--- config.mk ---
export PLATFORM = sky130hd
export DESIGN_NAME = gm3_out_fifo
export DESIGN_NICKNAME = d
export VERILOG_FILES = /design/src/rtl/gm3_pkg.sv /design/src/rtl/gm3_out_fifo.sv
export SDC_FILE = /design/constraint.sdc
export NUM_CORES = 1
export LEC_CHECK = 0
export BUFFER_PORTS_ARGS = -buffer_cell sky130_fd_sc_hd__buf_4
export CAP_MARGIN = 10
export CORE_AREA = 5 5 60 62
export DETAILED_ROUTE_END_ITERATION = 8
export DIE_AREA = 0 0 65 67
export PLACE_DENSITY = 0.8
export SETUP_SLACK_MARGIN = 0.4
export SLEW_MARGIN = 0
export SYNTH_ARGS = -nofsm -noshare
export SYNTH_HDL_FRONTEND = slang
export SYNTH_SLANG_ARGS = --single-unit
--- constraint.sdc ---
create_clock -name clk -period 2.31 [get_ports clk]
set_input_delay 0.231 -clock clk [delete_from_list [all_inputs] [get_ports clk]]
set_output_delay 0.231 -clock clk [all_outputs]
set_load 0.03 [all_outputs]
--- src/rtl/gm3_pkg.sv ---
// Shared types, constants and helpers for the 3x3 gray morphology block.
// No dependencies; every other file of the block imports this package.
`default_nettype none

package gm3_pkg;

	localparam int MAX_WIDTH  = 1024;
	localparam int MAX_HEIGHT = 1024;

	localparam int PIX_W = 8;
	localparam int CFG_W = 11;

	// counter and dimension widths
	localparam int COL_W  = $clog2(MAX_WIDTH);
	localparam int ROW_W  = $clog2(MAX_HEIGHT + 3);
	localparam int OROW_W = $clog2(MAX_HEIGHT + 1);
	localparam int WDIM_W = $clog2(MAX_WIDTH + 1);
	localparam int HDIM_W = $clog2(MAX_HEIGHT + 1);
	localparam int LAG_W  = $clog2(MAX_WIDTH + 2);
	localparam int CMP_W0 = $clog2(MAX_WIDTH + MAX_HEIGHT + 4) + 1;
	localparam int CMP_W  = (CMP_W0 > CFG_W) ? CMP_W0 : CFG_W + 1;

	// line store entry: {upper row pixel, lower row pixel}
	localparam int RAM_W = 2 * PIX_W;

	// output queue, depth a power of two
	localparam int FIFO_DEPTH = 4;
	localparam int FIFO_PTR_W = $clog2(FIFO_DEPTH);
	localparam int FIFO_CNT_W = $clog2(FIFO_DEPTH + 1);

	typedef enum logic [1:0] {
		CFG_IMAGE_WIDTH  = 2'd0,
		CFG_IMAGE_HEIGHT = 2'd1,
		CFG_OPERATION    = 2'd2
	} cfg_reg_t;

	typedef enum logic {
		OP_ERODE  = 1'b0,
		OP_DILATE = 1'b1
	} op_t;

	typedef struct packed {
		logic [PIX_W-1:0] pixel;
		logic             is_pixel;
	} pixel_in_t;

	typedef struct packed {
		logic [PIX_W-1:0] result_value;
		logic             last_of_frame;
	} result_out_t;

	// one accepted tick on its way from the counters to the window
	typedef struct packed {
		logic             valid;
		logic [COL_W-1:0] col;
		logic [PIX_W-1:0] cur;
		logic             emit;
		logic [2:0]       row_ok;
		logic [2:0]       col_ok;
		logic             last;
	} tick_t;

	function automatic logic [WDIM_W-1:0] clamp_width(input logic [CFG_W-1:0] v);
		if (v == '0)
			return WDIM_W'(1);
		if (CMP_W'(v) > CMP_W'(MAX_WIDTH))
			return WDIM_W'(MAX_WIDTH);
		return WDIM_W'(v);
	endfunction

	function automatic logic [HDIM_W-1:0] clamp_height(input logic [CFG_W-1:0] v);
		if (v == '0)
			return HDIM_W'(1);
		if (CMP_W'(v) > CMP_W'(MAX_HEIGHT))
			return HDIM_W'(MAX_HEIGHT);
		return HDIM_W'(v);
	endfunction

endpackage

`default_nettype wire

--- src/rtl/gm3_out_fifo.sv ---
// Small result queue between the window and the output channel.
// Holds finished results while the receiver stalls. Uses gm3_pkg.
`default_nettype none

module gm3_out_fifo
	import gm3_pkg::*;
(
	input  wire logic                  clk,
	input  wire logic                  arst_n,
	input  wire logic                  push,
	input  wire result_out_t           push_data,
	input  wire logic                  pop,
	output logic                       valid,
	output result_out_t                data,
	output logic      [FIFO_CNT_W-1:0] count
);

	result_out_t           fifo_q [FIFO_DEPTH];
	logic [FIFO_PTR_W-1:0] wr_ptr_q;
	logic [FIFO_PTR_W-1:0] rd_ptr_q;
	logic [FIFO_CNT_W-1:0] cnt_q;

	always_ff @(posedge clk) begin
		if (push)
			fifo_q[wr_ptr_q] <= push_data;
	end

	always_ff @(posedge clk or negedge arst_n) begin
		if (!arst_n) begin
			wr_ptr_q <= '0;
			rd_ptr_q <= '0;
			cnt_q    <= '0;
		end else begin
			if (push)
				wr_ptr_q <= wr_ptr_q + FIFO_PTR_W'(1);
			if (pop)
				rd_ptr_q <= rd_ptr_q + FIFO_PTR_W'(1);
			if (push && !pop)
				cnt_q <= cnt_q + FIFO_CNT_W'(1);
			else if (pop && !push)
				cnt_q <= cnt_q - FIFO_CNT_W'(1);
		end
	end

	assign valid = (cnt_q != '0);
	assign data  = fifo_q[rd_ptr_q];
	assign count = cnt_q;

endmodule

`default_nettype wire

==> reports/results.ini, run 1 <==
[routing]
wirelength_um = 2696
routed_via_density = 5.490
ant_nets = 0
highest_layer = met4
firstDrtPassIters = 3
wl_met2_um = 1446
wl_met3_um = 134
wl_met1_um = 1075
drc = 0
num_vias = 818
dr.first_iter.drc_count = 28
wl_per_cell_um = 18.09

[power_and_ir_drop]
combPwrFrac_pct = 43.0
peakVddDrop_v = 0.0005639
p_int_mw = 1.735
clkPwrFrac_pct = 12.9
leakagePower_nw = 0.7743
p_sw_share_pct = 35.35
seqPwrFrac_pct = 44.0
fin_total_pwr_mw = 2.683
power_density_nw_per_um2 = 1307
p_sw_mw = 0.9486

[grt]
track_usage_pct = 15.29
grt_pass1_vias = 939
grt-ovfl-total = 0
grt_pass1_wl_um = 4671
grt_max_degree = 14
grt_antenna_before_repair = 0

[floorplan]
fp-row-count = 20
fp.coreArea_um2 = 2978
die_x_um = 65
die_h_um = 67
start_util_pct = 56.68
ioPinCount = 26
die_area_um2 = 4355

[worst_setup_path]
cp_cell_sequence = buf_12 > mux4_2 > buf_6
cp.arrival_ps = 1630
crit_family = multiplexers
r2r_end = fifo_q[0][2]
reg2reg_depth = 3
cp_max_fo = 5
r2r_setup_slack_ps = 860
criticalPathCategory = reg2out
rr_startpoint = wr_ptr_q[0]
crit_cells = 3
crit_buf_inv = 2
end_kind = output port
cpMaxStageDelayCell = mux4_2
crit_path_start_kind = register
cp.required_ps = 2080
slowest_delay_ps = 510

[worst_hold_path]
hp-start = pop
min_to = rd_ptr_q[0]
hold_path_class = in2reg
holdPathStages = 2

[clock_network]
numCtsBuffers = 5
htreeDepth = 2
path_clk_slew_ps = 120
cts.sinks = 43
clk_latency_ps = 340
cts.path.max_buffers = 2
root_buffer = clkbuf_4
cts_tree = built

[cells_and_area]
fillers = 200
instances_no_fill = 149
design_area_um2 = 2053
multi_input_area_um2 = 400.4
diodes = 0
seqCellArea_um2 = 1260
drive_gt1_share_pct = 39.66
syn_to_final_growth_pct = 21.65
nNetsFinal = 134

[sta]
worst_pin_slew_ps = 508.7
fin_setup_tns_ps = 0
min_period_ps = 1861
hold_violations = 0
hold_ws_ps = 75.19
period_share_pct = 80.56
max_slew_margin_pct = 66.09
fmax_mhz = 537.4
rsz0062_at_grt = yes
slew_violations = 0
setup-violations-final = 0
worst_clock_skew_ps = 2.694

[place]
post-place-cells = 136
io_buffers = 25
gp_congestion = 0.6549
dp_hpwl_um = 1849
dpl_cell_area_um2 = 1901

[yosys]
syn_inst = 80
syn_area_per_cell_um2 = 21.10
synth_cell_type_count = 17
ys_ff_latch = 43
syn_area_um2 = 1688
syn_nets = 99
synth_seq_area_share_pct = 74.43
synth_warnings = 0

[job]
maxCapViolCount = 0

[outcome]
outcome = complete, no violations

[logic make-up (layout without fill, tap and decap cells)]
logic type | after synthesis | after routing | share of synthesized area [%]
AND/OR/NAND/NOR | 8 | 8 | 2.520
AO/OA/AOI/OAI | 1 | 1 | 0.2962
multiplexers | 10 | 10 | 12.90
adder cells (fa/ha/maj) | 6 | 6 | 4.893
buffers and inverters | 6 | 42 | 1.853
XOR/XNOR | 6 | 6 | 3.113
flip-flops | 43 | 43 | 74.43
[cell usage after synthesis]
library cell / instances / area, µm²
nand2_1: 2 / 7.510
buf_2: 1 / 5.000
xnor2_1: 2 / 17.52
or3_1: 1 / 6.260
dfrtp_1: 7 / 175.2
o21ai_0: 1 / 5.000
and2_1: 4 / 25.02
buf_6: 1 / 11.26
edfxtp_1: 36 / 1081
mux4_1: 1 / 26.28
xor2_1: 4 / 35.03
ha_1: 5 / 62.56
inv_1: 4 / 15.01
nor2_1: 1 / 3.750
mux4_2: 8 / 180.2
fa_1: 1 / 20.02
mux2_2: 1 / 11.26
[worst reg2reg max path: stages (launching register included)]
cell and delay (ps):
dfrtp_1 450, inv_1 110, ha_1 140, and2_1 410
[what timing repair did]
item	4_1_cts	5_1_grt
setup buffers	4	0
resized for setup	2	8
setup endpoints to repair	9	8
hold buffers	1	0
pin swaps	0	0
gates cloned	0	0
hold endpoints to repair	7	0
[worst max path at each step]
stage,startpoint,endpoint,slack [ps]
after floorplan,count[0],count[2],870
after global placement,rd_ptr_q[0],data[6],520
after detailed placement,rd_ptr_q[0],data[6],490
after CTS,rd_ptr_q[0],data[4],430
after global routing,rd_ptr_q[0],data[3],380
final,rd_ptr_q[0],data[3],450
[stage by stage]
step	util (%)	setup WS [ps]
4_1_cts	67.94	429.2
5_1_grt	68.95	381.9
2_1_floorplan	-	873.4
3_3_place_gp	63.82	516.0
6_report	68.95	449.1
3_5_place_dp	63.82	490.9
[layer usage]
| metal | vias up | track usage (%) |
|---|---|---|
| li1 | 377 | - |
| met1 | 415 | 16.36 |
| met2 | 21 | 27.71 |
| met3 | 5 | 4.890 |
| met4 | 0 | 6.332 |
| met5 | - | 0 |
[registers in the layout (all words and copies together) (netlist names)]
| name | cells |
|---|---|
| count | 3 |
| wr_ptr_q | 2 |
| fifo_q | 36 |
| rd_ptr_q | 2 |
[cells in the final DEF (no fill, tap or decap), types with 2 or more instances in the layout]
cell type / n
and2_1: 4
buf_12: 2
buf_4: 19
buf_6: 8
clkbuf_4: 5
dfrtp_1: 6
edfxtp_1: 36
ha_1: 5
inv_1: 4
mux4_2: 8
nand2_1: 2
xnor2_1: 2
xor2_1: 4
[final cells by class]
| type | instances | share of cell area (%) |
|---|---|---|
| sequential | 43 | 61.37 |
| multi-input combinational | 31 | 19.50 |
| timing repair buffer | 30 | 13.77 |
| clock buffer | 6 | 2.011 |
| tap | 33 | 2.011 |
| inverter | 4 | 0.7313 |
| clock inverter | 2 | 0.6094 |
[power by group through the flow]
stage | logic (mW) | clock network, mW | registers (mW)
finish | 1.15 | 0.347 | 1.18
global route | 1.24 | 0.392 | 1.21
CTS | 1.10 | 0.356 | 1.18
detailed placement | 0.961 | 0 | 1.22
global placement | 0.929 | 0 | 1.21
floorplan | 0.681 | 0 | 1.17
Power figures use the tool's default switching activity.
==> run 2: changes to the inputs <==
--- a/config.mk
+++ b/config.mk
@@ -7,10 +7,10 @@
 export LEC_CHECK = 0
 export BUFFER_PORTS_ARGS = -buffer_cell sky130_fd_sc_hd__buf_4
 export CAP_MARGIN = 10
-export CORE_AREA = 5 5 60 62
+export CORE_AREA = 5 5 65 67
 export DETAILED_ROUTE_END_ITERATION = 8
-export DIE_AREA = 0 0 65 67
-export PLACE_DENSITY = 0.8
+export DIE_AREA = 0 0 70 72
+export PLACE_DENSITY = 0.71
 export SETUP_SLACK_MARGIN = 0.4
 export SLEW_MARGIN = 0
 export SYNTH_ARGS = -nofsm -noshare
==> constraint.sdc (replaced) <==
create_clock -name clk -period 1.7 [get_ports clk]
set_input_delay 0.17 -clock clk [delete_from_list [all_inputs] [get_ports clk]]
set_output_delay 0.17 -clock clk [all_outputs]
set_load 0.03 [all_outputs]
==> run 2 against run 1 <==
Net effect:
- the flow now finishes with violations (negative setup slack)
- critical path depth did not move
- critical path type unchanged
- register-to-register slack got worse by 540 ps
- sequential cell count unchanged
- largest cell class unchanged
- highest routed layer unchanged
- routed wire length grew 12%
- combinational power increased by 60%
- first-iteration DRC count fell by 7.1%
- clock skew grew 5.1 ps
==> reports/results.ini, run 2 (synthesis gave the netlist of run 1 again) <==
[floorplan]
start_util_pct = 47.17  ; -9.5 points
die_area_um2 = 5040  ; +16%
ioPinCount = 26  ; unchanged
fp-row-count = 22  ; +10%
die_h_um = 72  ; +7.5%
fp.coreArea_um2 = 3578  ; +20%
die_x_um = 70  ; +7.7%

[job]
maxCapViolCount = 0  ; unchanged

[cells_and_area]
largest_register = fifo_q
drive_gt1_share_pct = 47.79  ; +8.1 points
instances_no_fill = 184  ; +23%
fin_util_pct = 64.51  ; -4.4 points
nNetsFinal = 154  ; +15%
final_cell_mix = edfxtp_1 (36), buf_6 (20), buf_4 (18)
final_common_cell = edfxtp_1
multi_input_area_um2 = 415.4  ; +3.7%
design_area_um2 = 2308  ; +12%
diodes = 0  ; unchanged
syn_to_final_growth_pct = 36.77
seqCellArea_um2 = 1259  ; about the same
fillers = 260  ; +30%
largest_reg_flops = 36  ; unchanged

[power_and_ir_drop]
power_density_nw_per_um2 = 1755  ; +34%
leakagePower_nw = 0.8924  ; +15%
fin_total_pwr_mw = 4.052  ; +51%
peakVddDrop_v = 0.0009704  ; +72%

[grt]
grt_pass1_vias = 907  ; -3.4%
grt_pass1_wl_um = 4498  ; -3.7%
grt-ovfl-total = 0  ; unchanged
grt_antenna_before_repair = 0  ; unchanged
track_usage_pct = 12.52  ; -2.8 points
grt_max_degree = 15  ; +1

[sta]
rsz0062_at_grt = yes
hold_ws_ps = 38.47  ; -36.72 ps
fin_ws_ps = -92.28  ; -541.4 ps
period_share_pct = 105.4
worst_pin_slew_ps = 483.7  ; -24.97 ps
max_slew_margin_pct = 67.75  ; +1.7 points
slew_violations = 0  ; unchanged
fmax_mhz = 558.0
setup-violations-final = 9  ; +9
min_period_ps = 1792
hold_violations = 0  ; unchanged
fin_setup_tns_ps = -613.3  ; -613.3 ps
worst_clock_skew_ps = 7.801  ; +5.107 ps

[place]
place_ws_ps = 223.8  ; -267.1 ps
gp_congestion = 0.6425  ; -1.9%
dpl_cell_area_um2 = 1969  ; +3.6%
io_buffers = 25  ; unchanged
post-place-cells = 157  ; +15%
dp_hpwl_um = 1900  ; +2.8%

[worst_hold_path]
min_to = wr_ptr_q[0]
holdPathStages = 2  ; unchanged
hp-start = push
hold_path_class = in2reg

[clock_network]
numCtsBuffers = 5  ; unchanged
htreeDepth = 2  ; unchanged
root_buffer = clkbuf_4
clk_latency_ps = 360  ; +20 ps
path_clk_slew_ps = 120  ; about the same
cts_tree = built
cts.sinks = 43  ; unchanged
cts.path.max_buffers = 2  ; unchanged

[routing]
num_vias = 878  ; +7.3%
wl_per_cell_um = 16.48  ; -8.9%
drc = 0  ; unchanged
firstDrtPassIters = 4  ; +1
wirelength_um = 3032  ; +12%
ant_nets = 0  ; unchanged
routed_via_density = 4.772  ; -13%
dr.first_iter.drc_count = 26  ; -7.1%

[worst_setup_path]
crit_path_start_kind = register
reg2reg_depth = 5  ; +2
r2r_setup_slack_ps = 320  ; -540 ps
criticalPathCategory = reg2out
end_kind = output port
cp.required_ps = 1530  ; -550 ps
rr_startpoint = count[0]
cp.arrival_ps = 1620  ; about the same
r2r_end = count[2]
cp_max_fo = 5  ; unchanged

[outcome]
outcome = finished with violations
failed_checks = negative setup slack

run 2: cell count changes in the layout (fill, tap and decap cells not counted), moves of 2 or more:
cell / before / now
and2_4: 0 / 3
dfrtp_2: 0 / 2
dlygate4sd3_1: 1 / 11
and2_1: 4 / 1
buf_6: 8 / 20
buf_12: 2 / 0
run 2: report_power, final:
| group | internal [mW] | switching (mW) |
|---|---|---|
| Combinational | 0.964 | 0.878 |
| Clock | 0.309 | 0.327 |
| Sequential | 1.41 | 0.162 |
run 2: how the worst max path moves through the flow:
stage / from / endpoint / slack (ps) / cells after the start
after CTS: rd_ptr_q[0] / data[8] / -100 / 3
after detailed placement: pop / count[2] / 220 / 8
after global routing: rd_ptr_q[0] / data[4] / -160 / 3
after floorplan: count[0] / count[1] / 400 / 2
after global placement: pop / count[2] / 250 / 8
final: rd_ptr_q[0] / data[8] / -90 / 3
run 2: final cells by class:
class,instances,area share (%)
Multi-Input combinational cell,31,17.99
Inverter,4,0.6504
Clock inverter,3,1.897
Tap cell,48,2.602
Clock buffer,5,1.626
Sequential cell,43,54.53
Timing Repair Buffer,50,20.70
run 2: timing repair:
item / 4_1_cts / 5_1_grt
hold buffers: 8 / 3
pin swaps: 4 / 3
gates resized for setup: 15 / 14
setup buffers: 3 / 3
gates cloned: 0 / 2
setup endpoints to repair: 10 / 35
hold endpoints to repair: 31 / 11
run 2: metal layers:
layer  GRT usage (%)  up-vias  wire length (µm)
li1                -      415                 -
met2           21.83       21              1647
met3           5.125        5               151
met1           13.33      437              1167
met5               0        -                 0
met4           5.745        0                66
run 2: worst max-delay path: stages (launching register included):
cell	delay, ps
dfrtp_1	420
buf_6	160
mux4_2	520
buf_6	160
