$ cat src/rtl/gm3_pkg.sv
// Shared types, constants and helpers for the 3x3 gray morphology block.
// No dependencies; every other file of the block imports this package.
`default_nettype none

package gm3_pkg;

	localparam int MAX_WIDTH  = 1024;
	localparam int MAX_HEIGHT = 1024;

	localparam int PIX_W = 8;
	localparam int CFG_W = 11;

	// counter and dimension widths
	localparam int COL_W  = $clog2(MAX_WIDTH);
	localparam int ROW_W  = $clog2(MAX_HEIGHT + 3);
	localparam int OROW_W = $clog2(MAX_HEIGHT + 1);
	localparam int WDIM_W = $clog2(MAX_WIDTH + 1);
	localparam int HDIM_W = $clog2(MAX_HEIGHT + 1);
	localparam int LAG_W  = $clog2(MAX_WIDTH + 2);
	localparam int CMP_W0 = $clog2(MAX_WIDTH + MAX_HEIGHT + 4) + 1;
	localparam int CMP_W  = (CMP_W0 > CFG_W) ? CMP_W0 : CFG_W + 1;

	// line store entry: {upper row pixel, lower row pixel}
	localparam int RAM_W = 2 * PIX_W;

	// output queue, depth a power of two
	localparam int FIFO_DEPTH = 4;
	localparam int FIFO_PTR_W = $clog2(FIFO_DEPTH);
	localparam int FIFO_CNT_W = $clog2(FIFO_DEPTH + 1);

	typedef enum logic [1:0] {
		CFG_IMAGE_WIDTH  = 2'd0,
		CFG_IMAGE_HEIGHT = 2'd1,
		CFG_OPERATION    = 2'd2
	} cfg_reg_t;

	typedef enum logic {
		OP_ERODE  = 1'b0,
		OP_DILATE = 1'b1
	} op_t;

	typedef struct packed {
		logic [PIX_W-1:0] pixel;
		logic             is_pixel;
	} pixel_in_t;

	typedef struct packed {
		logic [PIX_W-1:0] result_value;
		logic             last_of_frame;
	} result_out_t;

	// one accepted tick on its way from the counters to the window
	typedef struct packed {
		logic             valid;
		logic [COL_W-1:0] col;
		logic [PIX_W-1:0] cur;
		logic             emit;
		logic [2:0]       row_ok;
		logic [2:0]       col_ok;
		logic             last;
	} tick_t;

	function automatic logic [WDIM_W-1:0] clamp_width(input logic [CFG_W-1:0] v);
		if (v == '0)
			return WDIM_W'(1);
		if (CMP_W'(v) > CMP_W'(MAX_WIDTH))
			return WDIM_W'(MAX_WIDTH);
		return WDIM_W'(v);
	endfunction

	function automatic logic [HDIM_W-1:0] clamp_height(input logic [CFG_W-1:0] v);
		if (v == '0)
			return HDIM_W'(1);
		if (CMP_W'(v) > CMP_W'(MAX_HEIGHT))
			return HDIM_W'(MAX_HEIGHT);
		return HDIM_W'(v);
	endfunction

endpackage

`default_nettype wire

$ cat src/rtl/gm3_ctrl.sv
// Configuration registers and raster position counters.
// Decides per input tick whether it counts, where it sits and what it emits. Uses gm3_pkg.
`default_nettype none

module gm3_ctrl
	import gm3_pkg::*;
(
	input  wire logic             clk,
	input  wire logic             arst_n,
	input  wire logic             cfg_valid,
	input  wire logic [1:0]       cfg_index,
	input  wire logic [CFG_W-1:0] cfg_data,
	input  wire logic             in_fire,
	input  wire pixel_in_t        in_data,
	output logic                  rd_en,
	output logic      [COL_W-1:0] rd_addr,
	output tick_t                 tick_s1,
	output op_t                   op
);

	localparam logic [CMP_W-1:0] ONE_C = CMP_W'(1);
	localparam logic [CMP_W-1:0] TWO_C = CMP_W'(2);

	logic [WDIM_W-1:0] w_q;
	logic [HDIM_W-1:0] h_q;
	op_t               op_q;
	logic [COL_W-1:0]  col_q;
	logic [ROW_W-1:0]  in_row_q;
	logic [COL_W-1:0]  ocol_q;
	logic [OROW_W-1:0] orow_q;
	logic [LAG_W-1:0]  lag_q;

	logic [CMP_W-1:0] w_c;
	logic [CMP_W-1:0] h_c;
	logic             in_frame;
	logic             eff;
	logic             col_last;
	logic             row_grow;
	logic             lag_full;
	logic             ocol_last;
	logic             orow_last;
	logic             frame_last;

	always_comb begin
		w_c        = CMP_W'(w_q);
		h_c        = CMP_W'(h_q);
		in_frame   = CMP_W'(in_row_q) < h_c;
		// a flush tick while pixels are still due is dropped
		eff        = in_fire && !(in_frame && !in_data.is_pixel);
		col_last   = (CMP_W'(col_q) + ONE_C) >= w_c;
		row_grow   = CMP_W'(in_row_q) < (h_c + TWO_C);
		lag_full   = CMP_W'(lag_q) >= (w_c + ONE_C);
		ocol_last  = (CMP_W'(ocol_q) + ONE_C) >= w_c;
		orow_last  = (CMP_W'(orow_q) + ONE_C) >= h_c;
		frame_last = ocol_last && orow_last;
		rd_en      = eff;
		rd_addr    = col_q;
		op         = op_q;
	end

	always_ff @(posedge clk or negedge arst_n) begin
		if (!arst_n) begin
			w_q      <= WDIM_W'(MAX_WIDTH);
			h_q      <= HDIM_W'(MAX_HEIGHT);
			op_q     <= OP_ERODE;
			col_q    <= '0;
			in_row_q <= '0;
			ocol_q   <= '0;
			orow_q   <= '0;
			lag_q    <= '0;
			tick_s1  <= '0;
		end else begin
			tick_s1.valid <= eff;
			if (cfg_valid) begin
				case (cfg_index)
					CFG_IMAGE_WIDTH: begin
						w_q      <= clamp_width(cfg_data);
						col_q    <= '0;
						in_row_q <= '0;
						ocol_q   <= '0;
						orow_q   <= '0;
						lag_q    <= '0;
					end
					CFG_IMAGE_HEIGHT: begin
						h_q      <= clamp_height(cfg_data);
						col_q    <= '0;
						in_row_q <= '0;
						ocol_q   <= '0;
						orow_q   <= '0;
						lag_q    <= '0;
					end
					CFG_OPERATION: begin
						op_q     <= op_t'(cfg_data[0]);
						col_q    <= '0;
						in_row_q <= '0;
						ocol_q   <= '0;
						orow_q   <= '0;
						lag_q    <= '0;
					end
					default: begin
					end
				endcase
			end else if (eff) begin
				tick_s1.col    <= col_q;
				tick_s1.cur    <= in_frame ? in_data.pixel : '0;
				tick_s1.emit   <= lag_full;
				tick_s1.last   <= frame_last;
				tick_s1.row_ok <= {!orow_last, 1'b1, orow_q != '0};
				tick_s1.col_ok <= {!ocol_last, 1'b1, ocol_q != '0};

				if (col_last) begin
					col_q <= '0;
					if (row_grow)
						in_row_q <= in_row_q + ROW_W'(1);
				end else begin
					col_q <= col_q + COL_W'(1);
				end

				if (!lag_full) begin
					lag_q <= lag_q + LAG_W'(1);
				end else if (frame_last) begin
					// frame done: start over on the next tick
					col_q    <= '0;
					in_row_q <= '0;
					ocol_q   <= '0;
					orow_q   <= '0;
					lag_q    <= '0;
				end else if (ocol_last) begin
					ocol_q <= '0;
					orow_q <= orow_q + OROW_W'(1);
				end else begin
					ocol_q <= ocol_q + COL_W'(1);
				end
			end
		end
	end

endmodule

`default_nettype wire

$ cat config.mk
export PLATFORM = sky130hd
export DESIGN_NAME = gm3_ctrl
export DESIGN_NICKNAME = d
export VERILOG_FILES = /design/src/rtl/gm3_pkg.sv /design/src/rtl/gm3_ctrl.sv
export SDC_FILE = /design/constraint.sdc
export NUM_CORES = 1
export LEC_CHECK = 0
export CELL_PAD_IN_SITES_DETAIL_PLACEMENT = 1
export CELL_PAD_IN_SITES_GLOBAL_PLACEMENT = 2
export CORE_AREA = 2 2 138 140
export DETAILED_ROUTE_END_ITERATION = 16
export DIE_AREA = 0 0 140 142
export DONT_BUFFER_PORTS = 1
export GPL_TIMING_DRIVEN = 1
export MAX_ROUTING_LAYER = met4
export PLACE_DENSITY = 0.87
export RECOVER_POWER = 100
export SLEW_MARGIN = 20
export SYNTH_ARGS = -nofsm -noshare
export SYNTH_HDL_FRONTEND = slang
export SYNTH_SLANG_ARGS = --single-unit
$ cat constraint.sdc
create_clock -name clk -period 6.9 [get_ports clk]
set_input_delay 1.035 -clock clk [delete_from_list [all_inputs] [get_ports clk]]
set_output_delay 1.035 -clock clk [all_outputs]
set_load 0.1 [all_outputs]
==> PnR_summary.wiki, run 1 <==
{| class="wikitable"
! Metric !! Value
|-
| Run status || complete, but fails checks
|-
| Violated checks || DRC, capacitance limit, slew limit
|-
| Slew Limit Headroom || -0.156
|-
| Avg Synthesized Cell Area || around 9.0 µm²
|-
| Post-place setup slack || between 2 and 3 ns
|-
| Worst endpoint data arrival time || 5.02 ns
|-
| Minimum setup slack in the final design || between 2 and 2.5 ns
|-
| # diodes || 0
|-
| Flops & latches, synth || between 100 and 150
|-
| Setup fix buffers added after clock tree synthesis || 0
|-
| Count of hold-fix buffers inserted at cts || 0
|-
| Required time worst endpoint || 7.18 ns
|-
| Initial DRC count || 299
|-
| Share of synthesized area occupied by flip-flops and latches || 0.372
|-
| Total count of hold-check failures in the final report || 0
|-
| Count of different cell masters after synthesis || 67
|-
| Share of the synthesized area in the top cell type || 0.364
|-
| Count of flip-flops with a built-in enable after synthesis || 0
|-
| Per-cell routed wire length || between 15 and 20 µm
|-
| Fraction of final layout cells with drive strength greater than 1 || 0.0517
|-
| Htree depth || 3
|-
| TNS Setup || 0 ns
|-
| GRT overflow || 0
|-
| Cell type with the highest aggregate area in the netlist || dfrtp_1
|-
| Routability Congestion || about 0.92
|-
| Clock root buffer master || clkbuf_16
|-
| WL met1 || 8540 µm
|-
| Worst VDD drop || 0.125 mV
|-
| Clk_lat worst skew || about 0.36 ns
|-
| Vias after detailed routing || ~5700
|-
| Critical Path Start Type || register
|-
| Setup violations, final || 0
|-
| Final worst path period need || between 4 and 5 ns
|-
| Global Route Usage Sum || 0.208
|-
| Number of antenna violations at the first check in global routing || 0
|-
| Worst Skew || a little over 0.01 ns
|-
| Total of warnings raised by yosys || 0
|-
| Final critical-path share of the clock period || 0.687
|-
| Top_reg_cell synth || dfrtp_1
|-
| Tightest Pin Transition || roughly 1.7 ns
|-
| Async SR Flop Fraction || 1.00
|-
| Most used cells in the layout excluding fill and tap cells || 124 x nand2_1, 100 x dfrtp_1, 73 x ha_1, 52 x o21ai_0, 49 x inv_1
|-
| Clock edge transition at the registers on the reported setup and hold paths || about 0.070 ns
|-
| Maximum fanout encountered on the critical timing path || 30
|-
| Routed length on met3 || about 640 µm
|-
| Initial core utilization || 0.372
|-
| Cells after Synth || between 700 and 800
|-
| Average vias per placed instance || around 5.7
|-
| DRC viols || 6
|-
| IO Port Bufs || 0
|-
| Number of iterations in the first detailed-routing pass || 11
|-
| Layout overhead on the synthesized area || 6.45%
|-
| Hold_ws || approximately 0.37 ns
|-
| Half-perimeter wire length after detailed placement || roughly 15000 µm
|-
| Number of routed nets with antenna violations || 0
|-
| Static leakage power || 3.39 nW
|-
| Core area || roughly 18000 µm²
|-
| First-pass GRT wire length || 31900 µm
|-
| Most common cell after layout, fill and taps aside || nand2_1
|-
| Die Height || about 140 µm
|-
| Max Root-Sink Buffers || 2
|-
| DIE AREA || between 15000 and 20000 µm²
|-
| Met2 layer wire length in the routed design || between 9000 and 10000 µm
|-
| Number of placed cells counting well taps || 971
|-
| Maximum number of pins on one net before global-route repair || between 100 and 150
|-
| Number of resized instances in the post-cts repair step || 0
|-
| Clk sinks || between 100 and 150
|-
| Fmax || between 200 and 250 MHz
|-
| Max_cap viols || 1
|-
| Power per unit of standard cell area || ~240 nW/µm²
|-
| Syn_nets || 859
|-
| Final wirelength || approximately 19000 µm
|-
| Highest metal layer used by the detailed router || met4
|-
| CTS tree || built
|-
| Via count of the first global-routing pass || between 6000 and 7000
|-
| Length in cells of the worst reg-to-reg path || 12
|-
| Cell area after synthesis || between 6000 and 7000 µm²
|-
| Endpoint class of the critical path || register
|-
| Cell types occupying the most area after synthesis || dfrtp_1 36%, ha_1 13%, nand2_1 6.8%
|-
| Hold WC Path Type || primary input to async pin
|-
| Number of clock buffers inserted by TritonCTS || 9
|-
| Max Slew Vio Count || 2
|-
| Site Rows || 50
|-
| Ports || 65
|-
| Critical path type || register to register
|-
| Tot Pwr || around 1.7 mW
|-
| Net count, final || between 800 and 900
|-
| Unrepaired setup endpoints after global routing || false
|-
| Width of the chip || around 140 µm
|-
| Non-filler cells, final || 988
|}
-- cell usage after synthesis (4+ instances only) --
library cell  instances
nand2_1             124
dfrtp_1             100
ha_1                 73
o21ai_0              51
inv_1                49
nand3_1              47
xnor2_1              26
a21oi_1              25
a31oi_1              20
nor2_1               20
nand2b_1             18
and3_1               14
clkbuf_1             12
o31ai_1              12
nor3_1               11
xor2_1               11
a21o_1                8
a211oi_1              7
a22o_1                7
a32o_1                7
nor2b_1               7
o211ai_1              7
or4_1                 7
nand4_1               6
buf_2                 5
buf_6                 5
mux2_2                5
o21a_1                5
nor4_1                4
or2_2                 4
-- layout make-up --
cell class | count | area (µm²)
Sequential cell | 102 | 2550
Clock buffer | 10 | 229
Tap cell | 234 | 293
Clock inverter | 6 | 70.1
Multi-Input combinational cell | 582 | 3960
Inverter | 49 | 184
Fill cell | 2153 | 11100
Timing Repair Buffer | 5 | 22.5
-- cell families (layout without fill, tap and decap cells) --
group / Yosys count / in the layout / synth area share
and+or+nand+nor: 285 / 285 / 0.205
AOI/OAI and AO/OA: 181 / 181 / 0.184
DFF: 102 / 102 / 0.372
buffers and inverters: 76 / 70 / 0.0496
adders and majority gates: 73 / 73 / 0.133
xor gates and xnor gates: 37 / 37 / 0.0472
muxes: 6 / 6 / 0.00966
-- sequential cells by signal (all words and copies together) (netlist names) --
register  flops
h_q          11
orow_q       11
in_row_q     11
tick_s1      26
rd_addr      10
w_q          11
lag_q        11
op            1
ocol_q       10
-- routing by layer --
| layer | GRT usage | up-vias |
|---|---|---|
| li1 | - | 2717 |
| met1 | 0.251 | 2830 |
| met2 | 0.358 | 93 |
| met3 | 0.0380 | 29 |
| met4 | 0.0643 | 0 |
| met5 | - | - |
-- where the power goes --
part / internal [mW] / leakage, nW / switching [mW]
clock: 0.285 / 0.141 / 0.242
combinational: 0.112 / 1.88 / 0.192
sequential: 0.646 / 1.37 / 0.259
-- stage by stage --
| step | cell area, µm² | utilization |
|---|---|---|
| final | 7310 | 0.396 |
| after global routing | 7310 | 0.396 |
| after CTS | 7330 | 0.397 |
| after detailed placement | 7040 | 0.381 |
| after global placement | 7040 | 0.381 |
| after floorplan | 6870 | - |
-- path summary, 6_finish.rpt --
check | start | endpoint | slack, ns
setup / recovery | ocol_q[0]$_DFFE_PN0P_ | in_row_q[5]$_DFFE_PN0P_ | 2.16
hold / removal | arst_n | lag_q[7]$_DFFE_PN0P_ | 0.37
setup reg to reg | ocol_q[0]$_DFFE_PN0P_ | in_row_q[5]$_DFFE_PN0P_ | 2.16
hold reg to reg | h_q[9]$_DFFE_PN0P_ | h_q[9]$_DFFE_PN0P_ | 0.50
max in group asynchronous | arst_n | w_q[10]$_DFFE_PN1P_ | 6.32
min in group clk | h_q[9]$_DFFE_PN0P_ | h_q[9]$_DFFE_PN0P_ | 0.50
-- worst max-delay path, cell delays in order (launching register included) --
cell and delay, ns:
dfrtp_1 0.48, ha_1 0.27, and3_1 0.26, nand3_1 0.18
nor2_1 0.17, xor2_1 0.11, ha_1 0.22, a2111oi_0 0.64
a32oi_1 0.46, a311oi_2 0.36, clkbuf_1 0.94, o21ai_0 0.31
a31oi_1 0.25
No activity file was read; power rests on OpenSTA's default activity.
==> run 2: changes to the inputs <==
==> constraint.sdc (replaced) <==
create_clock -name clk -period 4.72 [get_ports clk]
set_input_delay 0.708 -clock clk [delete_from_list [all_inputs] [get_ports clk]]
set_output_delay 0.708 -clock clk [all_outputs]
set_load 0.1 [all_outputs]
==> run 2 against run 1 <==
  * The flow still finishes with violations (DRC, capacitance limit, slew limit)
  * Die area is the same
  * Combinational power grew 55%
  * Sequential share of layout area shrank 0.24 points
  * Setup slack lost 1.6 ns
  * Total power grew 49%
  * Non-clock buffer count grew 8
  * First-iteration DRC count grew 17%
  * Final area grew 0.70%
  * Hold slack lost 0.33 ns
  * Critical path depth is the same
  * Register-to-register slack lost 1.6 ns
  * Utilization grew 0.28 points
  * Critical path type unchanged
  * Largest power group unchanged
  * Highest routed layer unchanged
==> PnR_summary.wiki, run 2 (synthesis gave the netlist of run 1 again) <==
{| class="wikitable"
! Metric !! Value
|-
| Final worst path period need || 4.11 ns (was 4.74 ns)
|-
| Run status || complete, but fails checks (unchanged)
|-
| Final critical-path share of the clock period || 0.872 (was 0.687)
|-
| Setup fix buffers added after clock tree synthesis || 0 (unchanged)
|-
| Half-perimeter wire length after detailed placement || 14800 µm (was 14700 µm)
|-
| Static leakage power || 3.43 nW (was 3.39 nW)
|-
| GRT overflow || 0 (unchanged)
|-
| Violated checks || DRC, capacitance limit, slew limit (unchanged)
|-
| Initial DRC count || 350 (was 299)
|-
| Net count, final || 856 (was 848)
|-
| Htree depth || 3 (unchanged)
|-
| Most used cells in the layout excluding fill and tap cells || 124 x nand2_1, 100 x dfrtp_1, 73 x ha_1, 52 x o21ai_0, 49 x inv_1 (unchanged)
|-
| R2r startpoint || ocol_q[0]$_DFFE_PN0P_ (unchanged)
|-
| Width of the chip || 140 µm (unchanged)
|-
| Max Root-Sink Buffers || 2 (unchanged)
|-
| Met1 usage || 0.259 (was 0.251)
|-
| Core area || 18500 µm² (unchanged)
|-
| Hold WC Path Type || primary input to async pin (unchanged)
|-
| # diodes || 0 (unchanged)
|-
| Final wirelength || 19900 µm (was 19300 µm)
|-
| Ports || 65 (unchanged)
|-
| Clock edge transition at the registers on the reported setup and hold paths || 0.08 ns (was 0.07 ns)
|-
| Register bank with the most flops || tick_s1 (unchanged)
|-
| Vias after detailed routing || 5805 (was 5669)
|-
| CTS tree || built (unchanged)
|-
| Worst VDD drop || 0.170 mV (was 0.125 mV)
|-
| Flop-to-flop setup slack || 0.61 ns (was 2.16 ns)
|-
| Average vias per placed instance || 5.83 (was 5.74)
|-
| Max Slew Vio Count || 2 (unchanged)
|-
| DIE AREA || 19900 µm² (unchanged)
|-
| Routability Congestion || 0.866 (was 0.921)
|-
| Post-route cell area || 7360 µm² (was 7310 µm²)
|-
| Worst endpoint data arrival time || 4.39 ns (was 5.02 ns)
|-
| Global Route Usage Sum || 0.212 (was 0.208)
|-
| Endpoint class of the critical path || register (unchanged)
|-
| Die Height || 142 µm (unchanged)
|-
| Number of clock buffers inserted by TritonCTS || 9 (unchanged)
|-
| Via count of the first global-routing pass || 6419 (was 6200)
|-
| Per-cell routed wire length || 20.0 µm (was 19.6 µm)
|-
| Setup violations, final || 0 (unchanged)
|-
| Length in cells of the worst reg-to-reg path || 12 (unchanged)
|-
| Layout overhead on the synthesized area || 7.20% (was 6.45%)
|-
| Destination of the worst register-to-register timing path || in_row_q[8]$_DFFE_PN0P_ (was in_row_q[5]$_DFFE_PN0P_)
|-
| Number of iterations in the first detailed-routing pass || 13 (was 11)
|-
| IO Port Bufs || 0 (unchanged)
|-
| Unrepaired setup endpoints after global routing || false (unchanged)
|-
| Routing usage on met3 || 0.0360 (was 0.0380)
|-
| Maximum fanout encountered on the critical timing path || 30 (unchanged)
|-
| Maximum number of pins on one net before global-route repair || 103 (unchanged)
|-
| Critical Path Start Type || register (unchanged)
|-
| Met2 routing resource usage after global routing || 0.360 (was 0.358)
|-
| Placement-stage cell area || 7100 µm² (was 7040 µm²)
|-
| Number of routed nets with antenna violations || 0 (unchanged)
|-
| Clk sinks || 102 (unchanged)
|-
| Number of resized instances in the post-cts repair step || 0 (unchanged)
|-
| GR peak layer || met2 (unchanged)
|-
| Largest register FFs || 26 (unchanged)
|-
| Initial core utilization || 0.372 (unchanged)
|-
| Total count of hold-check failures in the final report || 0 (unchanged)
|-
| Site Rows || 50 (unchanged)
|-
| Number of antenna violations at the first check in global routing || 0 (unchanged)
|-
| Slew Limit Headroom || -0.161 (was -0.156)
|-
| Required time worst endpoint || 5.00 ns (was 7.18 ns)
|-
| Count of hold-fix buffers inserted at cts || 0 (unchanged)
|-
| Critical path type || register to register (unchanged)
|-
| DRC viols || 5 (was 6)
|-
| Power per unit of standard cell area || 352 nW/µm² (was 238 nW/µm²)
|-
| Tightest Pin Transition || 1.74 ns (was 1.73 ns)
|-
| Fraction of final layout cells with drive strength greater than 1 || 0.0564 (was 0.0517)
|-
| Clk_lat worst skew || 0.36 ns (about the same)
|-
| TNS Setup || 0 ns (unchanged)
|-
| Worst Skew || 0.0109 ns (was 0.0102 ns)
|-
| Fmax || 243 MHz (was 211 MHz)
|-
| First-pass GRT wire length || 32900 µm (was 31900 µm)
|-
| Clock root buffer master || clkbuf_16 (unchanged)
|-
| Most common cell after layout, fill and taps aside || nand2_1 (unchanged)
|-
| Max_cap viols || 1 (unchanged)
|}
==> run 2: changes by cell type in the layout (fill, tap and decap cells not counted), sizes merged <==
cell      before  now
clkinvlp       2    1
clkbuf        15   18
buf            0    4
inv           51   52
clkinv         1    2
==> run 2: layout make-up <==
type	instances	area, µm²
well taps	234	293
flip-flops and latches	102	2550
clock inverters	7	91.3
fillers	2170	11100
clock buffers	9	225
multi-input cells	582	3950
repair buffers	13	65.1
inverters	49	184
==> run 2: worst max-delay path by stage <==
stage,from,to,depth (start not counted)
floorplan,h_q[10]$_DFFE_PN1P_,rd_en,6
global placement,rd_addr[5]$_DFFE_PN0P_,in_row_q[6]$_DFFE_PN0P_,10
detailed placement,ocol_q[0]$_DFFE_PN0P_,in_row_q[7]$_DFFE_PN0P_,12
CTS,rd_addr[5]$_DFFE_PN0P_,in_row_q[6]$_DFFE_PN0P_,10
global route,ocol_q[0]$_DFFE_PN0P_,in_row_q[1]$_DFFE_PN0P_,12
finish,ocol_q[0]$_DFFE_PN0P_,in_row_q[8]$_DFFE_PN0P_,12
==> run 2: per-layer routing <==
metal | up-vias | share of wire
met5 | - | 0
met4 | 0 | 0.024
met3 | 26 | 0.036
met2 | 126 | 0.50
met1 | 2919 | 0.44
li1 | 2734 | -
==> run 2: critical path, stage by stage, from the launching register on <==
cell and delay (ns):
dfrtp_1 0.47, ha_1 0.27, and3_1 0.25, nand3_1 0.18
nor2_1 0.18, xor2_1 0.10, ha_1 0.20, a2111oi_0 0.59
a32oi_1 0.48, a311oi_2 0.35, clkbuf_2 0.52, a41oi_1 0.22
a31oi_1 0.20
==> run 2: through the flow <==
step	hold slack, ns	utilization	setup slack [ns]	cells	power [mW]
after global placement	0.420	0.385	1.17	980	1.76
after detailed placement	0.420	0.385	0.936	980	1.79
after CTS	0.0326	0.402	0.917	996	2.61
after floorplan	0.412	-	1.18	760	1.64
final	0.0457	0.399	0.605	996	2.59
after global routing	0.0292	0.399	0.311	996	2.71
==> run 2: power by group <==
part           internal, mW  switching, mW
registers             0.945          0.358
clock network         0.425          0.389
logic                 0.164          0.307
==> run 3: changes to the inputs <==
--- a/config.mk
+++ b/config.mk
@@ -5,15 +5,16 @@
 export SDC_FILE = /design/constraint.sdc
 export NUM_CORES = 1
 export LEC_CHECK = 0
+export ABC_AREA = 1
 export CELL_PAD_IN_SITES_DETAIL_PLACEMENT = 1
 export CELL_PAD_IN_SITES_GLOBAL_PLACEMENT = 2
-export CORE_AREA = 2 2 138 140
+export CORE_AREA = 2 2 141 143
 export DETAILED_ROUTE_END_ITERATION = 16
-export DIE_AREA = 0 0 140 142
+export DIE_AREA = 0 0 143 145
 export DONT_BUFFER_PORTS = 1
 export GPL_TIMING_DRIVEN = 1
 export MAX_ROUTING_LAYER = met4
-export PLACE_DENSITY = 0.87
+export PLACE_DENSITY = 0.91
 export RECOVER_POWER = 100
 export SLEW_MARGIN = 20
 export SYNTH_ARGS = -nofsm -noshare
==> run 3 against run 2 <==
  * The flow finishes with violations (capacitance limit, slew limit)
  * Clock power is 1% lower
  * Sequential cell count stayed put
  * Cell count is 23% higher
  * Sequential power hardly changed
  * Critical path depth is 6 higher
  * Register-to-register slack better by 0.38 ns
  * Die area is 4.3% higher
  * Global-route usage is 0.27 points higher
  * Critical path type unchanged
  * Critical endpoint is now in_row_q[6]$_DFFE_PN0P_
  * Largest cell class unchanged
==> PnR_summary.wiki, run 3 <==
{| class="wikitable"
! Metric !! Value
|-
| Run status || complete, but fails checks (unchanged)
|-
| Violated checks || capacitance limit, slew limit (was DRC, capacitance limit, slew limit)
|-
| Length in cells of the worst reg-to-reg path || 18 (was 12)
|-
| Hold_ws || 0.0398 ns (was 0.0457 ns)
|-
| Number of antenna violations at the first check in global routing || 0 (unchanged)
|-
| Share of synthesized area occupied by flip-flops and latches || 0.355 (was 0.372)
|-
| Total count of hold-check failures in the final report || 0 (unchanged)
|-
| Worst-path cell chain || clkbuf_1, nand3_1, xor2_1, inv_1, ha_1, nand2_1, nor2_1, nand3_1, nand2_1, inv_1, nand3_1, inv_1, nor2_4, nand2_1, nand2_1, nand2_1, nand2_1, nand2_1 (was ha_1, and3_1, nand3_1, nor2_1, xor2_1, ha_1, a2111oi_0, a32oi_1, a311oi_2, clkbuf_2, a41oi_1, a31oi_1)
|-
| Count of flip-flops with a built-in enable after synthesis || 0 (unchanged)
|-
| DRC viols || 0 (was 5)
|-
| Initial core utilization || 0.374 (was 0.372)
|-
| Sequential cell area in the final layout || 2550 µm² (unchanged)
|-
| Max Slew Vio Count || 2 (unchanged)
|-
| Net count, final || 1058 (was 856)
|-
| Tot Pwr || 2.79 mW (was 2.59 mW)
|-
| Maximum fanout encountered on the critical timing path || 10 (was 30)
|-
| Site Rows || 51 (was 50)
|-
| Half-perimeter wire length after detailed placement || 15800 µm (was 14800 µm)
|-
| Avg Synthesized Cell Area || 7.53 µm² (was 9.03 µm²)
|-
| Largest register FFs || 26 (unchanged)
|-
| Worst VDD drop || 0.180 mV (was 0.170 mV)
|-
| Flop-to-flop setup slack || 0.99 ns (was 0.61 ns)
|-
| Final critical-path share of the clock period || 0.791 (was 0.872)
|-
| Total of warnings raised by yosys || 0 (unchanged)
|-
| Final core occ || 0.405 (was 0.399)
|-
| Routability Congestion || 0.820 (was 0.866)
|-
| Average vias per placed instance || 5.06 (was 5.83)
|-
| Non-filler cells, final || 1229 (was 996)
|-
| GRT overflow || 0 (unchanged)
|-
| Maximum number of pins on one net before global-route repair || 103 (unchanged)
|-
| Cell family with the largest share of critical-path delay || buffers and inverters (was compound AO/OA/AOI/OAI gates)
|-
| Share of the synthesized area in the top cell type || 0.348 (was 0.364)
|-
| Power per unit of standard cell area || 360 nW/µm² (was 352 nW/µm²)
|-
| Met2 layer wire length in the routed design || 10200 µm (was 9930 µm)
|-
| Clock root buffer master || clkbuf_16 (unchanged)
|-
| Number of clock buffers inserted by TritonCTS || 9 (unchanged)
|-
| Max Root-Sink Buffers || 2 (unchanged)
|-
| R2r startpoint || rd_addr[0]$_DFFE_PN0P_ (was ocol_q[0]$_DFFE_PN0P_)
|-
| Most common cell after layout, fill and taps aside || nand2_1 (unchanged)
|-
| Worst Skew || 0.0131 ns (was 0.0109 ns)
|-
| Count leader, synth || nand2_1 (unchanged)
|-
| Critical Path Start || rd_addr[0]$_DFFE_PN0P_ (was ocol_q[0]$_DFFE_PN0P_)
|-
| Commonest cells in the synthesized netlist || 268 x nand2_1, 117 x inv_1, 100 x dfrtp_1 (was 124 x nand2_1, 100 x dfrtp_1, 73 x ha_1)
|-
| Routed length on met3 || 567 µm (was 717 µm)
|-
| Cell-internal power || 1.60 mW (was 1.53 mW)
|-
| Post-place setup slack || 1.20 ns (was 0.936 ns)
|-
| Fraction of final layout cells with drive strength greater than 1 || 0.0477 (was 0.0564)
|-
| Htree depth || 3 (unchanged)
|-
| Endpoint class of the critical path || register (unchanged)
|-
| Global Route Usage Sum || 0.215 (was 0.212)
|-
| Syn_nets || 1054 (was 859)
|-
| Count of different cell masters after synthesis || 37 (was 67)
|-
| Placement-stage cell area || 7500 µm² (was 7100 µm²)
|-
| Cells after Synth || 955 (was 760)
|-
| Buffers and inverters on the worst path || 4 (was 1)
|-
| Clock edge transition at the registers on the reported setup and hold paths || 0.08 ns (about the same)
|-
| Fmax || 268 MHz (was 243 MHz)
|-
| Required time worst endpoint || 4.98 ns (was 5.00 ns)
|-
| Critical Path Start Type || register (unchanged)
|-
| Number of placed cells counting well taps || 1213 (was 980)
|-
| Layout overhead on the synthesized area || 8.09% (was 7.20%)
|-
| Slew Limit Headroom || -0.167 (was -0.161)
|-
| Worst endpoint data arrival time || 3.99 ns (was 4.39 ns)
|-
| Final wirelength || 20500 µm (was 19900 µm)
|-
| Core area || 19200 µm² (was 18500 µm²)
|-
| Post-route cell area || 7770 µm² (was 7360 µm²)
|-
| Clock share of power || 0.288 (was 0.315)
|-
| Power dissipated by switching net loads || 1.19 mW (was 1.05 mW)
|-
| Clk_lat worst skew || 0.37 ns (was 0.36 ns)
|-
| Width of the chip || 143 µm (was 140 µm)
|-
| Cell types occupying the most area after synthesis || dfrtp_1 35%, nand2_1 14%, ha_1 13% (was dfrtp_1 36%, ha_1 13%, nand2_1 6.8%)
|-
| Top_reg_cell synth || dfrtp_1 (unchanged)
|-
| Tightest Pin Transition || 1.75 ns (was 1.74 ns)
|-
| CTS tree || built (unchanged)
|-
| Filler cells || 2437 (was 2170)
|-
| Footprint of the multi-input gates || 4050 µm² (was 3950 µm²)
|-
| Cell type with the highest aggregate area in the netlist || dfrtp_1 (unchanged)
|-
| First-pass GRT wire length || 34400 µm (was 32900 µm)
|-
| Cell area after synthesis || 7190 µm² (was 6870 µm²)
|-
| Destination of the worst register-to-register timing path || in_row_q[6]$_DFFE_PN0P_ (was in_row_q[8]$_DFFE_PN0P_)
|-
| Crit-path most repeated cell || nand2_1 (was ha_1)
|-
| Unrepaired setup endpoints after global routing || false (unchanged)
|-
| DIE AREA || 20700 µm² (was 19900 µm²)
|-
| Register bank with the most flops || tick_s1 (unchanged)
|-
| Ports || 65 (unchanged)
|-
| Crit path largest cell delay || 1.09 ns (was 0.59 ns)
|-
| Switching part of the total || 0.427 (was 0.407)
|-
| Critical path type || register to register (unchanged)
|-
| # diodes || 0 (unchanged)
|-
| Combinational cell fraction of total power || 0.237 (was 0.182)
|-
| Number of iterations in the first detailed-routing pass || 5 (was 13)
|-
| Via count of the first global-routing pass || 6450 (was 6419)
|-
| Setup violations, final || 0 (unchanged)
|-
| Per-cell routed wire length || 16.7 µm (was 20.0 µm)
|-
| Number of resized instances in the post-cts repair step || 0 (unchanged)
|-
| Highest metal layer used by the detailed router || met4 (unchanged)
|-
| Static leakage power || 3.93 nW (was 3.43 nW)
|-
| Max_cap viols || 2 (was 1)
|-
| Minimum setup slack in the final design || 0.987 ns (was 0.605 ns)
|-
| Hold WC Path Type || primary input to async pin (unchanged)
|-
| Clk sinks || 102 (unchanged)
|-
| Die Height || 145 µm (was 142 µm)
|-
| Final worst path period need || 3.73 ns (was 4.11 ns)
|-
| Count of hold-fix buffers inserted at cts || 0 (unchanged)
|-
| Setup fix buffers added after clock tree synthesis || 0 (unchanged)
|-
| WL met1 || 9340 µm (was 8790 µm)
|-
| Flops & latches, synth || 102 (unchanged)
|-
| TNS Setup || 0 ns (unchanged)
|-
| Most used cells in the layout excluding fill and tap cells || 269 x nand2_1, 119 x inv_1, 100 x dfrtp_1, 78 x o21ai_0, 73 x ha_1 (was 124 x nand2_1, 100 x dfrtp_1, 73 x ha_1, 52 x o21ai_0, 49 x inv_1)
|-
| Sequential share of power || 0.474 (was 0.503)
|-
| Initial DRC count || 297 (was 350)
|-
| Async SR Flop Fraction || 1.00 (unchanged)
|-
| IO Port Bufs || 0 (unchanged)
|-
| Slowest-stage cell, CP || clkbuf_1 (was a2111oi_0)
|-
| Number of routed nets with antenna violations || 0 (unchanged)
|-
| Vias after detailed routing || 6214 (was 5805)
|}
run 3: changes by cell type after synthesis, sizes merged, moves of 20 or more:
| cell | change |
|---|---|
| nor2 | +44 |
| xor2 | +31 |
| nand2 | +151 |
| o21ai | +29 |
| a31oi | -21 |
| inv | +73 |
| nand4 | +20 |
run 3: final cells by class:
class,instances,area share
flip-flops and latches,102,0.329
multi-input cells,712,0.520
clock inverters,7,0.0108
well taps,265,0.0427
clock buffers,9,0.0290
repair buffers,11,0.00917
inverters,123,0.0594
run 3: worst max-delay path by stage:
stage	endpoint	slack, ns	cells past startpoint
2_1_floorplan	in_row_q[5]$_DFFE_PN0P_	1.31	20
3_3_place_gp	ocol_q[0]$_DFFE_PN0P_	1.36	16
3_5_place_dp	ocol_q[0]$_DFFE_PN0P_	1.20	16
4_1_cts	ocol_q[0]$_DFFE_PN0P_	1.19	16
5_1_grt	in_row_q[6]$_DFFE_PN0P_	0.52	18
6_report	in_row_q[6]$_DFFE_PN0P_	0.99	18
run 3: layer usage:
layer / vias up / track usage
li1: 3112 / -
met1: 3028 / 0.272
met2: 55 / 0.356
met3: 19 / 0.0380
met4: 0 / 0.0559
met5: - / -
run 3: logic make-up (layout without fill, tap and decap cells):
| group | count (synthesis) | in the layout | synth area share |
|---|---|---|---|
| compound gates | 123 | 123 | 0.0884 |
| buf+inv | 141 | 150 | 0.0795 |
| xor+xnor | 49 | 49 | 0.0597 |
| simple gates | 467 | 467 | 0.290 |
| fa+ha+maj | 73 | 73 | 0.127 |
| flops | 102 | 102 | 0.355 |
run 3: worst register-to-register path: stages, from the launching register on:
cell and delay (ns):
dfrtp_1 0.35, clkbuf_1 1.09, nand3_1 0.24, xor2_1 0.27, inv_1 0.09, ha_1 0.28, nand2_1 0.05, nor2_1 0.13
nand3_1 0.09, nand2_1 0.07, inv_1 0.03, nand3_1 0.20, inv_1 0.19, nor2_4 0.24, nand2_1 0.08, nand2_1 0.06
nand2_1 0.06, nand2_1 0.06, nand2_1 0.05
run 3: power by group through the flow:
stage	sequential (mW)	combinational (mW)	clock, mW
after floorplan	1.37	0.448	0
after global placement	1.34	0.647	0
after detailed placement	1.34	0.666	0
after CTS	1.33	0.680	0.826
after global routing	1.34	0.766	0.859
final	1.33	0.663	0.806
